`config.mk`:
```
export PLATFORM = sky130hd
export DESIGN_NAME = nsap_ctrl
export DESIGN_NICKNAME = d
export VERILOG_FILES = /design/src/rtl/nsap_pkg.sv /design/src/rtl/nsap_ctrl.sv
export SDC_FILE = /design/constraint.sdc
export NUM_CORES = 1
export LEC_CHECK = 0
export ABC_AREA = 1
export BUFFER_PORTS_ARGS = -buffer_cell sky130_fd_sc_hd__buf_2
export CORE_AREA = 4 4 41 43
export CTS_CLUSTER_SIZE = 40
export DETAILED_ROUTE_END_ITERATION = 12
export DIE_AREA = 0 0 45 47
export HOLD_SLACK_MARGIN = 0.03
export SYNTH_ARGS = -nofsm -noshare
export SYNTH_HDL_FRONTEND = slang
export SYNTH_SLANG_ARGS = --single-unit
```
`constraint.sdc`:
```
create_clock -name clk -period 2.42 [get_ports clk]
set_input_delay 0.121 -clock clk [delete_from_list [all_inputs] [get_ports clk]]
set_output_delay 0.121 -clock clk [all_outputs]
set_load 0.05 [all_outputs]
```
`src/rtl/nsap_pkg.sv`:
```
package nsap_pkg;

  // Default graph size, used as the defaults of the top level parameters.
  localparam int DEF_NODES = 1024;
  localparam int DEF_ARCS  = 4096;

  // Payload field widths.
  localparam int REQ_W    = 2;
  localparam int INDEX_W  = 13;
  localparam int OFFSET_W = 13;
  localparam int NODE_W   = 11;
  localparam int LABEL_W  = 13;
  localparam int STATUS_W = 2;

  localparam logic [NODE_W-1:0] NODE_COUNT_RESET = NODE_W'(1024);

  // Request types.
  typedef enum logic [REQ_W-1:0] {
    REQ_OFFSET = 2'd0,
    REQ_ADJ    = 2'd1,
    REQ_PATH   = 2'd2
  } req_t;

  // Result status codes.
  typedef enum logic [STATUS_W-1:0] {
    RES_FOUND  = 2'd0,
    RES_NO_ARC = 2'd1,
    RES_BAD    = 2'd2
  } res_status_t;

  // Commands from the controller to the datapath.
  typedef struct packed {
    logic        accept;
    logic        rd_lo;
    logic        rd_hi;
    logic        scan_init;
    logic        scan_step;
    logic        emit;
    res_status_t emit_status;
  } nsap_cmd_t;

  // Status from the datapath to the controller.
  typedef struct packed {
    logic nodes_good;
    logic in_range;
    logic pend_valid;
    logic pend_hit;
    logic label_zero;
    logic path_failed;
  } nsap_stat_t;

endpackage

```
`src/rtl/nsap_ctrl.sv`:
```
module nsap_ctrl (
  input  logic                          clk,
  input  logic                          rst,
  input  logic                          start,
  input  logic [nsap_pkg::REQ_W-1:0]    req_type,
  input  logic                          path_start,
  input  nsap_pkg::nsap_stat_t          stat,
  output nsap_pkg::nsap_cmd_t           cmd,
  output logic                          busy
);
  import nsap_pkg::*;

  typedef enum logic [4:0] {
    ST_IDLE   = 5'b00001,
    ST_CHECK  = 5'b00010,
    ST_OFF_HI = 5'b00100,
    ST_INIT   = 5'b01000,
    ST_SCAN   = 5'b10000
  } state_t;

  state_t state;
  state_t state_next;

  assign busy = (state != ST_IDLE);

  // Next state and command decode.
  always_comb begin
    state_next      = state;
    cmd             = '0;
    cmd.emit_status = RES_FOUND;
    unique case (state)
      ST_IDLE: begin
        if (start) begin
          cmd.accept = 1'b1;
          if (req_type == REQ_PATH && !path_start && !stat.path_failed) begin
            state_next = ST_CHECK;
          end
        end
      end
      ST_CHECK: begin
        if (!stat.nodes_good) begin
          cmd.emit        = 1'b1;
          cmd.emit_status = RES_BAD;
          state_next      = ST_IDLE;
        end else begin
          cmd.rd_lo  = 1'b1;
          state_next = ST_OFF_HI;
        end
      end
      ST_OFF_HI: begin
        cmd.rd_hi  = 1'b1;
        state_next = ST_INIT;
      end
      ST_INIT: begin
        cmd.scan_init = 1'b1;
        state_next    = ST_SCAN;
      end
      ST_SCAN: begin
        // The slot read in the previous cycle is checked before anything later.
        if (stat.pend_hit) begin
          cmd.emit        = 1'b1;
          cmd.emit_status = stat.label_zero ? RES_NO_ARC : RES_FOUND;
          state_next      = ST_IDLE;
        end else if (!stat.pend_valid && !stat.in_range) begin
          cmd.emit        = 1'b1;
          cmd.emit_status = RES_NO_ARC;
          state_next      = ST_IDLE;
        end else begin
          cmd.scan_step = 1'b1;
        end
      end
      default: begin
        state_next = ST_IDLE;
      end
    endcase
  end

  always_ff @(posedge clk) begin
    if (rst) begin
      state <= ST_IDLE;
    end else begin
      state <= state_next;
    end
  end

endmodule

```
======== After elaboration in Yosys (flattened, before gate mapping) ========
Index checks and enable logic that the tools add are counted.
storage, ports and cells
  bits in registers ....................... 5
  bits in latches ......................... 0
  RAM bits ................................ 0
  bits in read-only memories .............. 0
  input bits .............................. 12
  output and inout port bits .............. 9
  logic and storage cells ................. 39
  memories ................................ 0
operators by class
  add/sub/neg operators ................... 0
  multiply operators ...................... 0
  divide/modulo/power cells ............... 0
  order comparisons ....................... 0
  equal/unequal tests ..................... 10
  shift-type cells ........................ 0
  muxes and demuxes ....................... 20
  bitwise gates (word level) .............. 0
  reduce and logical (&&, ||, !) cells .... 8
operators by type and width
  kind                                                                     number
  5-bit case mux with 5 select lines                                       1
  5-bit two-way mux                                                        4
  3-bit two-way mux                                                        4
  1-bit two-way mux                                                        10
  3-bit case mux with 2 select lines                                       1
  5-bit by 1-bit == test with 1-bit output, second input constant          1
  5-bit by 2-bit == test with 1-bit output, second input constant          1
  5-bit by 3-bit == test with 1-bit output, second input constant          1
  5-bit by 4-bit == test with 1-bit output, second input constant          1
  5-bit == test, second input constant                                     1
  5-bit by 1-bit inequality test with 1-bit output, second input constant  1
  1-bit zero test                                                          4
  2-bit inequality test, second input constant                             2
  1-bit logical AND                                                        3
  3-bit inequality test, second input constant                             1
  3-bit AND reduction                                                      1
  2-bit == test, second input constant                                     1

======== Depth between registers and ports, before layout ========
  word-level depth ........................ 6
  mapped depth ............................ 9
  mapped depth without buffers ............ 9

======== Worst setup path before layout ========
OpenSTA, ideal clock, no wires.
  path type ............................... register -> output
  start ................................... register state[2]
  end ..................................... output port cmd[0] in the netlist's numbering
  arrival ................................. 1514 ps
  required time ........................... 2299 ps
  slack ................................... 785 ps
  stages on the path, launching flop included .. 6
  path buffers ............................ 0
  cell sequence ........................... dfxtp_1 -> nor2_4 -> nand4_2 -> inv_1 -> nand2_1 -> a21oi_1
RTL lines
  element                 RTL line         source
  start, declared         nsap_ctrl.sv:21  state_t state;
  start signal, assigned  nsap_ctrl.sv:82  state <= state_next;
  end, declared           nsap_ctrl.sv:8   output nsap_pkg::nsap_cmd_t cmd,

==> reports/results.md <==
| Metric | This run | Unit |
|:---|:---|:---|
| Total Die Area | 0.00212 | mm^2 |
| Met3 Use GR | 0.0345 | - |
| Final cycle utilization of the critical path | 0.628 | - |
| R2R cell count | 8 | - |
| Buffer levels on the longest clock path | 2 | - |
| Clock tree skew after final layout | 0.00641 | ns |
| Post-synthesis sequential area ratio | 0.276 | - |
| Sinks on the clock net | 5 | - |
| Maximum vdd ir drop | 0.284 | mV |
| Normalized max-slew margin | 0.806 | - |
| Smallest setup slack after layout | 0.901 | ns |
| Flip-flop count of the largest register after layout | 5 | - |
| Crit. End Element | primary output | - |
| Type of origin of the critical path | flop | - |
| Count leader, synth | sky130_fd_sc_hd__inv_1 | - |
| Ratio of total power to cell area | 649 | mW/mm^2 |
| Clock tree from TritonCTS | done | - |
| End point of the critical path | cmd[0] | - |
| Register ranked first by flip-flop count | state | - |
| Worst r2r src | state[2] | - |
| Pin slew with the least headroom to its limit | 0.290 | ns |
| Required time of the critical path | 2.30 | ns |
| Setup total negative slack | 0 | ns |
| Worst reg2reg path endpoint | state[0] | - |
| Global-route met1 utilization | 0.0977 | - |
| Post_cts resized | 0 | - |
| Count of placed standard cells in the final layout, fillers left out | 98 | - |
| Combinational cell fraction of total power | 0.417 | - |
| Grt peak-use layer | met2 | - |
| Count of max-cap constraint violations | 0 | - |
| Post-route DRC violation count | 0 | - |
| Buffers inserted by post-CTS timing repair | 0 | - |
| Final routed wirelength across all metal layers | 783 | um |
| Half-perimeter wire length after detailed placement | 683 | um |
| Sequential fraction of design power | 0.292 | - |
| Commonest cells in the netlist | 14 x sky130_fd_sc_hd__inv_1, 12 x sky130_fd_sc_hd__nand2_1, 12 x sky130_fd_sc_hd__nor2_1 | - |
| Total of hold buffers inserted after clock tree synthesis | 0 | - |
| Post-route minimum period | 1.52 | ns |
| Hold Fails Final Rpt | 0 | - |
| Root cell of the clock tree | sky130_fd_sc_hd__clkbuf_4 | - |
| Asr flop ratio synth | 0 | - |
| Global routing met2 resource utilization | 0.147 | - |
| Number of endpoints failing setup at the final stage | 0 | - |
| Area taken by multi-input logic gates | 203 | um^2 |
| Drt initial violations | 7 | - |
| Final design instance area without fill | 508 | um^2 |
| Fraction of layout instances using a drive strength above 1 | 0.386 | - |
| Clk_lat worst skew | 0.24 | ns |
| Post-route worst hold slack | 0.0939 | ns |
| RSZ-0062 raised after global routing | false | - |
| Number of global-route vias before repair | 376 | - |
| Biggest area contributors in the synthesized netlist | sky130_fd_sc_hd__dfxtp_1 28%, sky130_fd_sc_hd__inv_1 14%, sky130_fd_sc_hd__nand2_1 12% | - |
| Internal Dissipation | 194 | uW |
| Number of fill cells in the layout | 156 | - |
| Number of core rows | 13 | - |
| Routed len/inst | 7.99 | um |
| CP max-delay cell | sky130_fd_sc_hd__dfxtp_1 | - |
| Result of the run | finished, final reports clean | - |
| Finished Core Util | 0.390 | - |
| Num CTS Buffers | 3 | - |
| #FFs+latches synth | 5 | - |
| Wire length of the first global-routing pass | 1360 | um |
| First-pass detailed-route iteration total | 3 | - |
| Clock share of power | 0.291 | - |
| Post-synthesis average cell area | 6.15 | um^2 |
| Number of H-tree levels | 1 | - |
| IO Pins | 21 | - |
| Setup slack of the most critical reg-to-reg path | 1.33 | ns |
| CTS clock-pin slew for the worst setup and hold paths | 0.04 | ns |
| RD Place Congestion | 0.762 | - |
| Drt via density | 4.12 | - |
| Overall power of the completed layout | 330 | uW |
| Number of different library cells in the post-synthesis netlist | 16 | - |
| Fmax | 659 | MHz |
| Crit Path Max Fanout | 4 | - |
| Area fraction of the dominant cell type after synthesis | 0.276 | - |
| Net count reported at finish | 96 | - |
| Antenna cells | 0 | - |
| Maximum number of pins on one net before global-route repair | 6 | - |
| Effective utilization at floorplan | 0.279 | - |
| Post-place setup slack | 1.15 | ns |
| Crit path cell chain | nor2_4, nand4_2, inv_1, nand2_1, a21oi_1, buf_2 | - |
| Placement Cell Area | 482 | um^2 |
| Number of nets still failing antenna checks after routing | 0 | - |
| Synth Instances | 59 | - |
| Synth Net Count | 71 | - |
| Total overflow reported by the global router | 0 | - |
| Total vias in the final route | 404 | - |
| Share of total power consumed by net switching | 0.411 | - |
| Chip Height | 47 | um |
| Total routing usage reported by global routing | 0.0916 | - |
| Largest area contributor in the netlist | sky130_fd_sc_hd__dfxtp_1 | - |
| Static leakage | 0.324 | nW |
| Netlist area before placement | 363 | um^2 |
| Initial antenna violation count | 0 | - |
| Area occupied by registers | 100 | um^2 |
| Crit path from | state[2] | - |
| Longest individual stage delay on the worst path | 0.33 | ns |
| Registers with the highest flip-flop counts | state x5 | - |
| Commonest register cell after synthesis | sky130_fd_sc_hd__dfxtp_1 | - |
| Synth Warn # | 0 | - |
| Die W | 45 | um |
| # port buffers | 20 | - |
| Critical setup path kind | flop to primary output | - |
| Signal arrival time at the worst endpoint | 1.40 | ns |
| Inst Count DP | 94 | - |
| Layout overhead on the synthesized area | 40.0 | % |
| Path class of the lowest-slack min-delay path | input port to flop | - |
| Number of max-slew violations in the final report | 0 | - |
| Number of flops mapped to enable cells by yosys | 0 | - |
| P_sw | 136 | uW |
| Core region area | 0.00130 | mm^2 |
[worst max-delay path, delay by kind of cell, from the launching register on]
kind,cells,cell delay [ns]
AO/OA/AOI/OAI,1,0.11
flip-flops,1,0.33
buffers and inverters,2,0.35
AND/OR/NAND/NOR,3,0.36
[cell families (layout without fill, tap and decap cells)]
logic type             count (synthesis)  after routing  synth area share
buffers and inverters                 16             40             0.166
DFF                                    5              5             0.276
and+or+nand+nor                       35             35             0.510
AOI/OAI and AO/OA                      3              3            0.0483
[layout make-up]
type,instances,area share
Timing Repair Buffer,20,0.197
Multi-Input combinational cell,38,0.399
Inverter,16,0.118
Clock buffer,4,0.0517
Sequential cell,5,0.197
Tap cell,15,0.0369
[routing by layer]
| metal | vias up | part of all wire |
|---|---|---|
| met5 | - | 0 |
| met4 | 0 | 0.018 |
| met3 | 4 | 0.10 |
| met2 | 16 | 0.41 |
| met1 | 161 | 0.47 |
| li1 | 223 | - |
[power groups by stage]
| stage | Clock, mW | Sequential (mW) | Combinational (mW) |
|---|---|---|---|
| floorplan | 0 | 0.0967 | 0.108 |
| global placement | 0 | 0.0977 | 0.137 |
| detailed placement | 0 | 0.0980 | 0.137 |
| CTS | 0.0974 | 0.0965 | 0.139 |
| global route | 0.101 | 0.0979 | 0.154 |
| finish | 0.0959 | 0.0963 | 0.138 |
[worst min path at each step]
stage / startpoint / to / slack, ns / depth (start not counted)
5_1_grt: rst / state[4] / 0.11 / 2
4_1_cts: rst / state[4] / 0.1 / 2
6_report: rst / state[4] / 0.09 / 2
3_3_place_gp: rst / state[4] / 0.34 / 2
2_1_floorplan: rst / state[3] / 0.19 / 1
3_5_place_dp: rst / state[3] / 0.35 / 2
[placed cells by master (no fill, tap or decap)]
cell,count
sky130_fd_sc_hd__nor2_2,3
sky130_fd_sc_hd__nand3_4,1
sky130_fd_sc_hd__nand4_2,1
sky130_fd_sc_hd__nor2_4,2
sky130_fd_sc_hd__o21ai_0,1
sky130_fd_sc_hd__clkbuf_1,1
sky130_fd_sc_hd__nor2_1,12
sky130_fd_sc_hd__dfxtp_1,5
sky130_fd_sc_hd__clkbuf_4,3
sky130_fd_sc_hd__nand2_1,12
sky130_fd_sc_hd__o21bai_1,1
sky130_fd_sc_hd__a21oi_1,1
sky130_fd_sc_hd__nand3_1,1
sky130_fd_sc_hd__nand3b_1,1
sky130_fd_sc_hd__inv_1,14
sky130_fd_sc_hd__nor3_1,1
sky130_fd_sc_hd__nand4_1,1
sky130_fd_sc_hd__buf_2,20
sky130_fd_sc_hd__inv_2,2
Power figures use the tool's default switching activity.
